--- src/rtl/core/sam_pkg.sv ---
// Shared widths, codes and item types of the sensor alarm monitor.
package sam_pkg;

  localparam int SAMPLE_BITS = 16;

  localparam int W_W    = SAMPLE_BITS + 4;
  localparam int OP_W   = SAMPLE_BITS + 3;
  localparam int OP_D   = (OP_W + 1) / 2;
  localparam int SUM_W  = 2 * OP_W;
  localparam int ROOT_W = SUM_W / 2;
  localparam int REM_W  = ROOT_W + 2;
  localparam int MAG_W  = ROOT_W + 1;
  localparam int CMP_W  = (MAG_W > 20) ? MAG_W : 20;
  localparam int VS_W   = (OP_W + 2 > 21) ? OP_W + 2 : 21;
  localparam int RZ_W   = (SAMPLE_BITS + 1 > 17) ? SAMPLE_BITS + 1 : 17;

  localparam int CFG_IDX_W  = 2;
  localparam int CFG_DATA_W = 20;

  localparam logic [CFG_IDX_W-1:0] REG_TEMP_LIMIT     = 2'd0;
  localparam logic [CFG_IDX_W-1:0] REG_HUMIDITY_LIMIT = 2'd1;
  localparam logic [CFG_IDX_W-1:0] REG_ACCEL_LIMIT    = 2'd2;
  localparam logic [CFG_IDX_W-1:0] REG_RATE_LIMIT     = 2'd3;

  localparam logic signed [7:0] TEMP_LIMIT_RST     = 8'sd38;
  localparam logic [6:0]        HUMIDITY_LIMIT_RST = 7'd80;
  localparam logic [19:0]       ACCEL_LIMIT_RST    = 20'd130;
  localparam logic [15:0]       RATE_LIMIT_RST     = 16'd800;

  localparam logic [19:0] MAG_MAX = 20'hFFFFF;

  localparam logic ITEM_STATUS = 1'b0;
  localparam logic ITEM_REPORT = 1'b1;

  localparam logic [1:0] ALM_HEAT      = 2'd0;
  localparam logic [1:0] ALM_FLOOD     = 2'd1;
  localparam logic [1:0] ALM_COLLISION = 2'd2;
  localparam logic [1:0] ALM_OVERTURN  = 2'd3;

  typedef struct packed {
    logic signed [7:0]             temperature;
    logic [6:0]                    humidity;
    logic signed [SAMPLE_BITS-1:0] accel_x;
    logic signed [SAMPLE_BITS-1:0] accel_y;
    logic signed [SAMPLE_BITS-1:0] accel_z;
    logic signed [SAMPLE_BITS-1:0] rate_x;
    logic signed [SAMPLE_BITS-1:0] rate_y;
    logic signed [SAMPLE_BITS-1:0] rate_z;
  } sam_in_t;

  typedef struct packed {
    logic              item_kind;
    logic [3:0]        alarm_flags;
    logic              recovered;
    logic [19:0]       magnitude;
    logic [1:0]        alarm_kind;
    logic signed [7:0] scalar_value;
    logic signed [19:0] vector_x;
    logic signed [19:0] vector_y;
    logic signed [19:0] vector_z;
    logic              last_item;
  } sam_out_t;

  typedef enum logic [3:0] {
    ST_IDLE,
    ST_WEIGH,
    ST_LOAD,
    ST_SQUARE,
    ST_SUM_XY,
    ST_SUM_Z,
    ST_ROOT_GO,
    ST_ROOT,
    ST_ROUND,
    ST_FLAGS,
    ST_EMIT
  } sam_state_t;

endpackage

--- src/rtl/core/sensor_alarm_monitor_unit.sv ---
// Three digit-serial squarers (two bits a cycle) and a root unit (one bit a cycle) do the math.
// A new sample is not accepted (in_stall high) until all items of the previous one are out.
// Reports follow the status item on consecutive cycles while out_stall is low, one per set
// flag, only while the alarm latch is clear (set on reported alarms, cleared on recovery).
// Reset (rst_n low, synchronous): idle, limits to defaults, previous flags and latch cleared.
module sensor_alarm_monitor_unit import sam_pkg::*; (
  input  logic                  clk,
  input  logic                  rst_n,
  input  logic                  in_valid,
  output logic                  in_stall,
  input  sam_in_t               in_data,
  output logic                  out_valid,
  input  logic                  out_stall,
  output sam_out_t              out_data,
  input  logic                  cfg_valid,
  output logic                  cfg_ready,
  input  logic [CFG_IDX_W-1:0]  cfg_index,
  input  logic [CFG_DATA_W-1:0] cfg_data
);

  sam_state_t state_r, state_nxt;

  sam_in_t                 in_r;
  logic signed [W_W-1:0]   wx_r, wy_r, wz_r;
  logic signed [W_W-1:0]   ax_e, ay_e, az_e;
  logic signed [W_W-1:0]   wx_c, wy_c, wz_c;
  logic [OP_W-1:0]         absx_c, absy_c, absz_c;
  logic [OP_W-1:0]         absx_r, absy_r, absz_r;
  logic                    heat_r, flood_r, ovt_r;
  logic                    heat_c, flood_c, ovt_c;
  logic signed [RZ_W-1:0]  rz_e;
  logic [RZ_W-1:0]         rz_mag;
  logic [SUM_W-1:0]        s_r;
  logic [MAG_W-1:0]        mag_r;
  logic [CMP_W-1:0]        mag_e;
  logic [19:0]             mag_out;
  logic                    coll_c;
  logic [3:0]              flags_c;
  logic [3:0]              pend_c;
  logic                    recov_c;
  logic [3:0]              prev_r;
  logic                    latch_r;
  logic [3:0]              pend_r;
  logic [1:0]              kind_c;
  logic [3:0]              bit_c;
  sam_out_t                out_r;
  sam_out_t                status_c;
  sam_out_t                rep_c;

  logic signed [7:0]       temp_lim_r;
  logic [6:0]              hum_lim_r;
  logic [19:0]             acc_lim_r;
  logic [15:0]             rate_lim_r;

  logic                    sq_start, rt_start;
  logic                    dx, dy, dz, rt_done;
  logic [SUM_W-1:0]        sqx, sqy, sqz;
  logic [MAG_W-1:0]        rt_mag;

  localparam logic signed [VS_W-1:0] VS_MAX = VS_W'(524287);
  localparam logic signed [VS_W-1:0] VS_MIN = VS_W'(-524288);

  function automatic logic signed [19:0] sat_vec(input logic signed [VS_W-1:0] v);
    return (v > VS_MAX) ? VS_MAX[19:0] : ((v < VS_MIN) ? VS_MIN[19:0] : v[19:0]);
  endfunction

  sam_sqr u_sqr_x (.clk, .rst_n, .start(sq_start), .operand(absx_c), .done(dx), .square(sqx));
  sam_sqr u_sqr_y (.clk, .rst_n, .start(sq_start), .operand(absy_c), .done(dy), .square(sqy));
  sam_sqr u_sqr_z (.clk, .rst_n, .start(sq_start), .operand(absz_c), .done(dz), .square(sqz));

  sam_root u_root (
    .clk, .rst_n, .start(rt_start), .radicand(s_r), .done(rt_done), .mag(rt_mag)
  );

  // weighted cross product with (4,5,6)
  assign ax_e = W_W'(in_r.accel_x);
  assign ay_e = W_W'(in_r.accel_y);
  assign az_e = W_W'(in_r.accel_z);
  assign wx_c = (ay_e <<< 2) + (ay_e <<< 1) - (az_e <<< 2) - az_e;
  assign wy_c = (az_e <<< 2) - (ax_e <<< 2) - (ax_e <<< 1);
  assign wz_c = (ax_e <<< 2) + ax_e - (ay_e <<< 2);

  assign absx_c = wx_r[W_W-1] ? OP_W'(-wx_r) : OP_W'(wx_r);
  assign absy_c = wy_r[W_W-1] ? OP_W'(-wy_r) : OP_W'(wy_r);
  assign absz_c = wz_r[W_W-1] ? OP_W'(-wz_r) : OP_W'(wz_r);

  assign heat_c  = in_r.temperature > temp_lim_r;
  assign flood_c = in_r.humidity > hum_lim_r;
  assign rz_e    = RZ_W'(in_r.rate_z);
  assign rz_mag  = RZ_W'(-rz_e);
  assign ovt_c   = in_r.rate_z[SAMPLE_BITS-1] && (rz_mag >= RZ_W'(rate_lim_r));

  assign mag_e   = CMP_W'(mag_r);
  assign coll_c  = mag_e > CMP_W'(acc_lim_r);
  assign mag_out = (mag_e > CMP_W'(MAG_MAX)) ? MAG_MAX : mag_e[19:0];

  assign flags_c = {ovt_r, coll_c, flood_r, heat_r};
  assign recov_c = (prev_r != 4'd0) && (flags_c == 4'd0);
  assign pend_c  = ((flags_c != 4'd0) && !latch_r) ? flags_c : 4'd0;

  always_comb begin
    status_c              = '0;
    status_c.item_kind    = ITEM_STATUS;
    status_c.alarm_flags  = flags_c;
    status_c.recovered    = recov_c;
    status_c.magnitude    = mag_out;
    status_c.last_item    = (pend_c == 4'd0);
  end

  always_comb begin
    if (pend_r[0]) begin
      kind_c = ALM_HEAT;
    end else if (pend_r[1]) begin
      kind_c = ALM_FLOOD;
    end else if (pend_r[2]) begin
      kind_c = ALM_COLLISION;
    end else begin
      kind_c = ALM_OVERTURN;
    end
    bit_c = 4'd1 << kind_c;
  end

  always_comb begin
    rep_c             = '0;
    rep_c.item_kind   = ITEM_REPORT;
    rep_c.alarm_flags = bit_c;
    rep_c.magnitude   = mag_out;
    rep_c.alarm_kind  = kind_c;
    rep_c.last_item   = ((pend_r & ~bit_c) == 4'd0);
    case (kind_c)
      ALM_HEAT:  rep_c.scalar_value = in_r.temperature;
      ALM_FLOOD: rep_c.scalar_value = {1'b0, in_r.humidity};
      ALM_COLLISION: begin
        rep_c.vector_x = sat_vec(VS_W'({1'b0, absx_r}));
        rep_c.vector_y = sat_vec(VS_W'({1'b0, absy_r}));
        rep_c.vector_z = sat_vec(VS_W'({1'b0, absz_r}));
      end
      default: begin
        rep_c.vector_x = sat_vec(VS_W'(in_r.rate_x));
        rep_c.vector_y = sat_vec(VS_W'(in_r.rate_y));
        rep_c.vector_z = sat_vec(VS_W'(in_r.rate_z));
      end
    endcase
  end

  always_comb begin
    state_nxt = state_r;
    unique case (state_r)
      ST_IDLE:    if (in_valid) state_nxt = ST_WEIGH;
      ST_WEIGH:   state_nxt = ST_LOAD;
      ST_LOAD:    state_nxt = ST_SQUARE;
      ST_SQUARE:  if (dx && dy && dz) state_nxt = ST_SUM_XY;
      ST_SUM_XY:  state_nxt = ST_SUM_Z;
      ST_SUM_Z:   state_nxt = ST_ROOT_GO;
      ST_ROOT_GO: state_nxt = ST_ROOT;
      ST_ROOT:    if (rt_done) state_nxt = ST_ROUND;
      ST_ROUND:   state_nxt = ST_FLAGS;
      ST_FLAGS:   state_nxt = ST_EMIT;
      ST_EMIT:    if (!out_stall && pend_r == 4'd0) state_nxt = ST_IDLE;
      default:    state_nxt = ST_IDLE;
    endcase
  end

  always_comb begin
    in_stall  = (state_r != ST_IDLE);
    out_valid = (state_r == ST_EMIT);
    sq_start  = (state_r == ST_LOAD);
    rt_start  = (state_r == ST_ROOT_GO);
  end

  always_ff @(posedge clk) begin
    if (!rst_n) begin
      state_r    <= ST_IDLE;
      prev_r     <= 4'd0;
      latch_r    <= 1'b0;
      pend_r     <= 4'd0;
      temp_lim_r <= TEMP_LIMIT_RST;
      hum_lim_r  <= HUMIDITY_LIMIT_RST;
      acc_lim_r  <= ACCEL_LIMIT_RST;
      rate_lim_r <= RATE_LIMIT_RST;
    end else begin
      state_r <= state_nxt;
      if (state_r == ST_FLAGS) begin
        prev_r <= flags_c;
        pend_r <= pend_c;
        if (recov_c) begin
          latch_r <= 1'b0;
        end else if (pend_c != 4'd0) begin
          latch_r <= 1'b1;
        end
      end else if (state_r == ST_EMIT && !out_stall) begin
        pend_r <= pend_r & ~bit_c;
      end
      if (cfg_valid && cfg_ready) begin
        unique case (cfg_index)
          REG_TEMP_LIMIT:     temp_lim_r <= cfg_data[7:0];
          REG_HUMIDITY_LIMIT: hum_lim_r  <= cfg_data[6:0];
          REG_ACCEL_LIMIT:    acc_lim_r  <= cfg_data[19:0];
          REG_RATE_LIMIT:     rate_lim_r <= cfg_data[15:0];
          default: ;
        endcase
      end
    end
  end

  always_ff @(posedge clk) begin
    if (state_r == ST_IDLE && in_valid) begin
      in_r <= in_data;
    end
    if (state_r == ST_WEIGH) begin
      wx_r    <= wx_c;
      wy_r    <= wy_c;
      wz_r    <= wz_c;
      heat_r  <= heat_c;
      flood_r <= flood_c;
      ovt_r   <= ovt_c;
    end
    if (state_r == ST_LOAD) begin
      absx_r <= absx_c;
      absy_r <= absy_c;
      absz_r <= absz_c;
    end
    if (state_r == ST_SUM_XY) begin
      s_r <= sqx + sqy;
    end else if (state_r == ST_SUM_Z) begin
      s_r <= s_r + sqz;
    end
    if (state_r == ST_ROUND) begin
      mag_r <= rt_mag;
    end
    if (state_r == ST_FLAGS) begin
      out_r <= status_c;
    end else if (state_r == ST_EMIT && !out_stall && pend_r != 4'd0) begin
      out_r <= rep_c;
    end
  end

  assign out_data  = out_r;
  assign cfg_ready = 1'b1;

endmodule

--- src/rtl/core/sam_sqr.sv ---
// Digit-serial squarer, two multiplier bits per cycle, most significant first.
module sam_sqr import sam_pkg::*; (
  input  logic              clk,
  input  logic              rst_n,
  input  logic              start,
  input  logic [OP_W-1:0]   operand,
  output logic              done,
  output logic [SUM_W-1:0]  square
);

  localparam int PW    = 2 * OP_D;
  localparam int AW    = 2 * PW;
  localparam int CNT_W = $clog2(OP_D + 1);

  logic [OP_W+1:0]  m1_r;
  logic [OP_W+1:0]  m3_r;
  logic [PW-1:0]    mp_r;
  logic [AW-1:0]    acc_r;
  logic [AW-1:0]    sel;
  logic [CNT_W-1:0] cnt_r;
  logic             busy_r;
  logic             done_r;

  always_comb begin
    case (mp_r[PW-1 -: 2])
      2'd0:    sel = '0;
      2'd1:    sel = AW'(m1_r);
      2'd2:    sel = AW'(m1_r) << 1;
      default: sel = AW'(m3_r);
    endcase
  end

  always_ff @(posedge clk) begin
    if (!rst_n) begin
      busy_r <= 1'b0;
      done_r <= 1'b0;
      cnt_r  <= '0;
    end else if (start) begin
      busy_r <= 1'b1;
      done_r <= 1'b0;
      cnt_r  <= CNT_W'(OP_D);
    end else if (busy_r) begin
      cnt_r <= cnt_r - CNT_W'(1);
      if (cnt_r == CNT_W'(1)) begin
        busy_r <= 1'b0;
        done_r <= 1'b1;
      end
    end else begin
      done_r <= 1'b0;
    end
  end

  always_ff @(posedge clk) begin
    if (start) begin
      m1_r  <= (OP_W + 2)'(operand);
      m3_r  <= ((OP_W + 2)'(operand) << 1) + (OP_W + 2)'(operand);
      mp_r  <= PW'(operand);
      acc_r <= '0;
    end else if (busy_r) begin
      acc_r <= (acc_r << 2) + sel;
      mp_r  <= mp_r << 2;
    end
  end

  assign done   = done_r;
  assign square = acc_r[SUM_W-1:0];

endmodule

--- src/rtl/core/sam_root.sv ---
// Digit-serial integer square root, one result bit per cycle, rounded to nearest.
module sam_root import sam_pkg::*; (
  input  logic              clk,
  input  logic              rst_n,
  input  logic              start,
  input  logic [SUM_W-1:0]  radicand,
  output logic              done,
  output logic [MAG_W-1:0]  mag
);

  localparam int CNT_W = $clog2(ROOT_W + 1);

  logic [SUM_W-1:0]  rad_r;
  logic [REM_W-1:0]  rem_r;
  logic [ROOT_W-1:0] root_r;
  logic [CNT_W-1:0]  cnt_r;
  logic              busy_r;
  logic              done_r;
  logic [REM_W+1:0]  cur;
  logic [REM_W+1:0]  trial;
  logic [REM_W+1:0]  diff;
  logic              ge;

  assign cur   = {rem_r, rad_r[SUM_W-1 -: 2]};
  assign trial = (REM_W + 2)'({root_r, 2'b01});
  assign diff  = cur - trial;
  assign ge    = (cur >= trial);

  always_ff @(posedge clk) begin
    if (!rst_n) begin
      busy_r <= 1'b0;
      done_r <= 1'b0;
      cnt_r  <= '0;
    end else if (start) begin
      busy_r <= 1'b1;
      done_r <= 1'b0;
      cnt_r  <= CNT_W'(ROOT_W);
    end else if (busy_r) begin
      cnt_r <= cnt_r - CNT_W'(1);
      if (cnt_r == CNT_W'(1)) begin
        busy_r <= 1'b0;
        done_r <= 1'b1;
      end
    end else begin
      done_r <= 1'b0;
    end
  end

  always_ff @(posedge clk) begin
    if (start) begin
      rad_r  <= radicand;
      rem_r  <= '0;
      root_r <= '0;
    end else if (busy_r) begin
      rad_r <= rad_r << 2;
      if (ge) begin
        rem_r  <= diff[REM_W-1:0];
        root_r <= {root_r[ROOT_W-2:0], 1'b1};
      end else begin
        rem_r  <= cur[REM_W-1:0];
        root_r <= {root_r[ROOT_W-2:0], 1'b0};
      end
    end
  end

  assign done = done_r;
  assign mag  = MAG_W'(root_r) + MAG_W'(rem_r > REM_W'(root_r));

endmodule

--- config.mk ---
export PLATFORM = sky130hd
export DESIGN_NAME = sensor_alarm_monitor_unit
export DESIGN_NICKNAME = d
export VERILOG_FILES = /design/src/rtl/core/sam_pkg.sv /design/src/rtl/core/sensor_alarm_monitor_unit.sv /design/src/rtl/core/sam_sqr.sv /design/src/rtl/core/sam_root.sv
export SDC_FILE = /design/constraint.sdc
export NUM_CORES = 2
export LEC_CHECK = 0
export ABC_AREA = 1
export BUFFER_PORTS_ARGS = -buffer_cell sky130_fd_sc_hd__buf_4
export CORE_MARGIN = 3
export CORE_UTILIZATION = 30
export DETAILED_ROUTE_END_ITERATION = 10
export GPL_TIMING_DRIVEN = 0
export PLACE_DENSITY = 0.53
export SYNTH_ARGS = -nofsm -noshare
export SYNTH_HDL_FRONTEND = slang
export SYNTH_SLANG_ARGS = --single-unit
--- constraint.sdc ---
create_clock -name clk -period 6.4 [get_ports clk]
set_clock_uncertainty 0.1 [all_clocks]
set_input_delay 1.6 -clock clk [delete_from_list [all_inputs] [get_ports clk]]
set_output_delay 1.6 -clock clk [all_outputs]
set_load 0.01 [all_outputs]
Yosys cells after proc, flatten, opt, wreduce, memory -nomap -nowiden:

Cells that the tools add are included.

* equal/unequal tests: 29
* $add $sub $neg: 25
* shifts and indexed selects: 1
* reduce and logical (&&, ||, !) cells: 47
* muxes and demuxes: 62
* bitwise logic cells: 7
* magnitude comparators: 13

Operator list (count)
* 96-bit 2-to-1 mux: 2
* 21-bit case mux with 3 select lines: 3
* 19-bit 2-to-1 mux: 9
* 38-bit 2-to-1 mux: 4
* 20-bit 2-to-1 mux: 7
* 60-bit case mux with 2 select lines: 1
* 38-bit by 21-bit adder with 38-bit output: 3
* 38-bit adder: 2
* 20-bit by 19-bit adder with 21-bit output: 3
* 16-bit by 20-bit greater-than comparator with 1-bit output (second input constant): 3
* 16-bit by 20-bit < comparator with 1-bit output (second input constant): 3
* 19-bit negation: 3
* 4-bit 2-to-1 mux: 13
* 4-bit case mux with 11 select lines: 1
* 19-bit by 18-bit subtractor with 20-bit output: 2
* 23-bit by 21-bit greater-or-equal comparator with 1-bit output: 1
* 21-bit by 19-bit greater-than comparator with 1-bit output: 1
* 21-bit 2-to-1 mux: 1
* 21-bit subtractor: 1
* 19-bit by 1-bit adder with 20-bit output: 1
* 20-bit greater-than comparator: 1
* 20-bit greater-than comparator (second input constant): 1
* 4-bit zero test: 5
* 4-bit nonzero test: 5
* 36 further kinds: 108

* register bits after elaboration: 790

Logic depth before layout (Yosys ltp):

* depth after elaboration: 9
* depth in mapped cells: 25
* gate-level depth less buffers: 25

By module:

From an unflattened synthesis, not the netlist that was laid out.

* cells, all modules: 6872
* area, all modules: 53402.5 um2

By module, submodules not included
* sensor_alarm_monitor_unit: area an instance 27789.2 um2, cells an instance 3389, times used 1
* sam_sqr at u_sqr_y ...: area an instance 6746.5 um2, cells an instance 913, times used 2
* sam_sqr at u_sqr_x: area an instance 6747.7 um2, cells an instance 908, times used 1
* sam_root: area an instance 5372.7 um2, cells an instance 749, times used 1

Worst setup path after synthesis:

No wires, ideal clock.

* path type: input to register
* start point: input port in_valid
* end point: register in_r, in the netlist ax_e[0] (enable)
* data arrival time: 6232 ps
* stages: 2
* path slack: -514 ps
* setup time: 582 ps
* required time: 5718 ps
* buffers on the path: 0
* path through: inv_1 > nor2_1

* word-level cells in the longest chain between the ends: 1

Ends and longest elaborated chain
* start, declared: RTL line sensor_alarm_monitor_unit.sv:9 `input logic in_valid,`
* 1-bit logical AND: RTL line sensor_alarm_monitor_unit.sv:207 `if (state_r == ST_IDLE && in_valid) begin`
* end signal, assigned: RTL line sensor_alarm_monitor_unit.sv:208 `in_r <= in_data;`
* end, declared: RTL line sensor_alarm_monitor_unit.sv:23 `sam_in_t in_r;`

Every way passes these cells.
A chain may end at the register's enable or synchronous reset.

==> report_table.html <==
<table>
<tr><th>Metric</th><th>Value</th></tr>
<tr><th colspan="2">Synthesis</th></tr>
<tr><td>Commonest register cell after synthesis</td><td>edfxtp_1</td></tr>
<tr><td>Most numerous cell types in the synthesized netlist</td><td>nand2_1, inv_1, nor2_1, edfxtp_1, a21oi_1</td></tr>
<tr><td>Seq cells post-synth</td><td>780</td></tr>
<tr><td>Most instantiated library cell after synthesis</td><td>nand2_1</td></tr>
<tr><td>Number of synthesized flops with an enable pin</td><td>464</td></tr>
<tr><td>Cell taking the most area after synthesis</td><td>edfxtp_1</td></tr>
<tr><td>Proportion of synthesized flip-flops having asynchronous set or reset</td><td>0%</td></tr>
<tr><td>Library cells used by synthesis</td><td>60</td></tr>
<tr><td>Dominant cells by area after synthesis</td><td>edfxtp_1, nand2_1, dfxtp_1</td></tr>
<tr><td>Top cell type's share of synthesized area</td><td>27.3%</td></tr>
<tr><td>Synthesized instance count</td><td>6,755</td></tr>
<tr><td>Syn nets</td><td>7,290</td></tr>
<tr><td>Average footprint of a synthesized cell</td><td>7.55 µm²</td></tr>
<tr><td>Count of synthesis-stage warnings from yosys</td><td>0</td></tr>
<tr><td>Summed instance area of the synthesized netlist</td><td>51,000 µm²</td></tr>
<tr><td>Sequential element share of the synthesized area</td><td>39.7%</td></tr>
<tr><th colspan="2">Critical path</th></tr>
<tr><td>Critical path required time</td><td>6.76 ns</td></tr>
<tr><td>Largest stage delay on the critical path</td><td>0.53 ns</td></tr>
<tr><td>Ordered list of cells on the worst path</td><td>inv_1 &gt; ha_1 &gt; nand4_1 &gt; nor3_1 &gt; nand2_1 &gt; nand2_1 &gt; nand3_1 &gt; nand2_1 &gt; nand2_1 &gt; ha_1 &gt; inv_1 &gt; nor3_1 &gt; nand2_1 &gt; inv_1 &gt; nand4_1 &gt; nand3_1 &gt; inv_1 &gt; nand2_1 &gt; nand2_1</td></tr>
<tr><td>Critical-path cell with the highest stage delay</td><td>edfxtp_1</td></tr>
<tr><td>Kind of critical path</td><td>register to register</td></tr>
<tr><td>Most common cell type on the critical path</td><td>nand2_1</td></tr>
<tr><td>Highest fanout seen on the critical path</td><td>6</td></tr>
<tr><td>Critical path endpoint category</td><td>register</td></tr>
<tr><td>Data arrival time at the worst-slack endpoint</td><td>4.45 ns</td></tr>
<tr><td>Worst Setup Start Kind</td><td>register</td></tr>
<tr><th colspan="2">Global route</th></tr>
<tr><td>Largest net degree at the start of global routing</td><td>59</td></tr>
<tr><td>Number of antenna violations at the first check in global routing</td><td>2</td></tr>
<tr><td>Wire length of the first global-routing pass</td><td>261,000 µm</td></tr>
<tr><td>Total congestion overflow</td><td>0</td></tr>
<tr><td>Vias in the first global route</td><td>43,400</td></tr>
<tr><td>Global Route Usage Sum</td><td>19.4%</td></tr>
<tr><th colspan="2">Routing</th></tr>
<tr><td>Number of remaining DRC errors</td><td>0</td></tr>
<tr><td>Iteration count of the initial detailed-routing pass</td><td>9</td></tr>
<tr><td>Met2 Routed Length</td><td>82,400 µm</td></tr>
<tr><td>Wirelength, routed</td><td>174,000 µm</td></tr>
<tr><td>Vias post-DR</td><td>approximately 45,000</td></tr>
<tr><td>Routed met1 length</td><td>between 70,000 and 80,000 µm</td></tr>
<tr><td>Drt first-iter violations</td><td>3,290</td></tr>
<tr><td>Final routed wire length divided by cell count</td><td>between 15 and 20 µm</td></tr>
<tr><td>Antenna-violating nets left</td><td>0</td></tr>
<tr><td>Per-cell via count in the routed design</td><td>4.84</td></tr>
<tr><td>Highest metal layer with signal wires</td><td>met4</td></tr>
<tr><td>Met3 wirelength from detailed routing</td><td>7930 µm</td></tr>
<tr><th colspan="2">Clocking</th></tr>
<tr><td>Maximum buffer depth of the clock tree</td><td>3</td></tr>
<tr><td>Post CTS Setup Buffer Count</td><td>0</td></tr>
<tr><td>Cts-stage hold buffer count</td><td>0</td></tr>
<tr><td>Deepest level of the CTS H-tree</td><td>3</td></tr>
<tr><td>Post_cts resized</td><td>0</td></tr>
<tr><td>Number of buffers created by CTS</td><td>89</td></tr>
<tr><td>Clock-pin slew reported for the worst setup and hold paths after clock tree synthesis</td><td>around 0.060 ns</td></tr>
<tr><td>Clock tree from TritonCTS</td><td>built</td></tr>
<tr><td>Clock latency on the worst-skew pair</td><td>0.72 ns</td></tr>
<tr><td>Root Buffer</td><td>clkbuf_16</td></tr>
<tr><td>Clock Sinks</td><td>around 800</td></tr>
<tr><th colspan="2">Pwr</th></tr>
<tr><td>Switching power</td><td>0.0125 W</td></tr>
<tr><td>Internal</td><td>~0.015 W</td></tr>
<tr><td>Max VDD drop</td><td>0.000299 V</td></tr>
<tr><td>Relative contribution of sequential cells to total power</td><td>30.3%</td></tr>
<tr><td>Power density normalized to cell area</td><td>about 460 nW/µm²</td></tr>
<tr><td>Pleak</td><td>27.1 nW</td></tr>
<tr><td>Share of total power in the clock network</td><td>between 10% and 20%</td></tr>
<tr><td>Share of total power consumed by net switching</td><td>46.1%</td></tr>
<tr><td>Total design power</td><td>0.0271 W</td></tr>
<tr><td>Comb power frac</td><td>50.6%</td></tr>
<tr><th colspan="2">Layout</th></tr>
<tr><td>Area growth, synth to finish</td><td>15.2%</td></tr>
<tr><td>Area used by multi-input combinational logic</td><td>between 20,000 and 30,000 µm²</td></tr>
<tr><td>Fraction of final layout cells with drive strength greater than 1</td><td>7.09%</td></tr>
<tr><td>Reg area</td><td>around 20,000 µm²</td></tr>
<tr><td>Total number of nets in the final design</td><td>between 7,000 and 8,000</td></tr>
<tr><td>Fillcell total</td><td>17,900</td></tr>
<tr><th colspan="2">Place</th></tr>
<tr><td>GP Congestion</td><td>0.958</td></tr>
<tr><td>Number of buffers inserted by port buffering</td><td>235</td></tr>
<tr><td>Detailed placement HPWL</td><td>143,000 µm</td></tr>
<tr><th colspan="2">Timing</th></tr>
<tr><td>Hold violation count in the final report</td><td>0</td></tr>
<tr><td>Count of pins over their slew limit</td><td>0</td></tr>
<tr><td>Final period utilization</td><td>64.0%</td></tr>
<tr><td>Actual transition at the worst max-transition pin</td><td>1.28 ns</td></tr>
<tr><td>Final Critical Period</td><td>4.10 ns</td></tr>
<tr><td>Setup repair after global routing missed its margin</td><td>no</td></tr>
<tr><td>Worst rel slew slack</td><td>14.8%</td></tr>
<tr><td>Fmax achieved</td><td>between 200 and 250 MHz</td></tr>
<tr><td>Final number of setup-violating endpoints</td><td>0</td></tr>
<tr><td>Sum of negative setup slack</td><td>0 ns</td></tr>
<tr><th colspan="2">Run</th></tr>
<tr><td>Reported max-cap violation count</td><td>0</td></tr>
<tr><th colspan="2">Run status</th></tr>
<tr><td>Status</td><td>complete, no violations</td></tr>
<tr><th colspan="2">Worst hold path</th></tr>
<tr><td>Type of the worst min-delay path</td><td>register to register</td></tr>
<tr><th colspan="2">Floorplanning</th></tr>
<tr><td>Number of primary I/O pins</td><td>about 240</td></tr>
<tr><td>Die width</td><td>418 µm</td></tr>
<tr><td>Number of cell rows</td><td>150</td></tr>
<tr><td>Initial Util</td><td>30.3%</td></tr>
<tr><td>Area of the core region</td><td>about 170,000 µm²</td></tr>
<tr><td>Vertical extent of the die</td><td>418 µm</td></tr>
<tr><td>Overall die area</td><td>about 180,000 µm²</td></tr>
</table>
-- final timing paths --
path,start,end,slack [ns],cells after the start
worst max-delay path,wy_r[1],u_sqr_z.m3_r[19],2.30,19
worst min-delay path,out_data[40],out_data[40],0.35,2
worst max register to register,wy_r[1],u_sqr_z.m3_r[19],2.30,19
worst min register to register,out_data[40],out_data[40],0.35,2
-- placed cells by master (no fill, tap or decap), types with 29 or more instances in the layout --
cell       instances
buf_2             29
fa_1              69
nand3_1          413
buf_4            239
inv_1            990
o21ai_0          344
nand4_1           75
o221ai_1          30
ha_1             328
a21oi_1          422
clkbuf_16         92
edfxtp_1         464
xor2_1           174
clkbuf_1         117
xnor2_1           51
a31oi_1           49
o22ai_1           33
dfxtp_1          316
nand2_1         1848
nor2_1           641
o21bai_1          29
nor3_1            67
-- stage by stage --
step / instances / setup WS [ns] / util [%] / hold WS [ns] / instance area [µm²]
final: 9371 / 2.30 / 34.9 / 0.352 / 58800
after global routing: 9370 / 1.92 / 34.9 / 0.366 / 58800
after CTS: 9369 / 2.24 / 34.9 / 0.352 / 58800
after detailed placement: 9205 / 2.20 / 33.2 / 0.338 / 55800
after global placement: 9194 / -1.14 / 33.0 / 0.340 / 55500
after floorplan: 6755 / 1.33 / - / 0.323 / 51000
-- critical path, delay by kind of cell (launching register included) --
kind / cells / cell delay, ns
fa+ha+maj: 2 / 0.67
flops: 1 / 0.53
buf+inv: 4 / 0.44
simple gates: 13 / 2.08
-- kinds of logic after synthesis --
kind of cell	synth area share (%)
adder cells (fa/ha/maj)	10.8
other	0.00735
buffers and inverters	8.67
AO/OA/AOI/OAI	11.5
XOR/XNOR	3.86
flip-flops	39.7
AND/OR/NAND/NOR	25.5
-- power by group through the flow --
stage	Combinational (W)	Sequential [W]	Clock, W
5_1_grt	0.0156	0.00830	0.00550
4_1_cts	0.0137	0.00820	0.00531
6_report	0.0137	0.00821	0.00517
2_1_floorplan	0.00994	0.00771	0
3_5_place_dp	0.0136	0.00830	0
3_3_place_gp	0.0135	0.00835	0
-- registers in the layout, indices dropped and copies added (netlist names), 21 cells and up --
signal / cells
out_data: 97
in_r: 63
s_r: 38
u_root.rad_r: 38
u_sqr_x.acc_r: 38
u_sqr_z.acc_r: 38
u_sqr_y.acc_r: 37
u_root.rem_r: 21
u_sqr_x.m3_r: 21
-- per-layer routing --
layer / track usage, % / vias to the layer above
met5: 0 / -
met4: 6.94 / 0
met3: 2.54 / 260
met2: 32.7 / 1112
met1: 25.3 / 21200
li1: - / 22900
-- final cells by class --
class                           instances  share of cell area (%)
Clock buffer                          131                    4.46
Antenna cell                            2                 0.00852
Clock inverter                         33                   0.575
Tap cell                             2204                    4.69
Multi-Input combinational cell       4819                    44.9
Buffer                                143                    1.06
Sequential cell                       780                    34.5
Timing Repair Buffer                  246                    3.37
Inverter                             1013                    6.47
No activity file was read; power rests on OpenSTA's default activity.
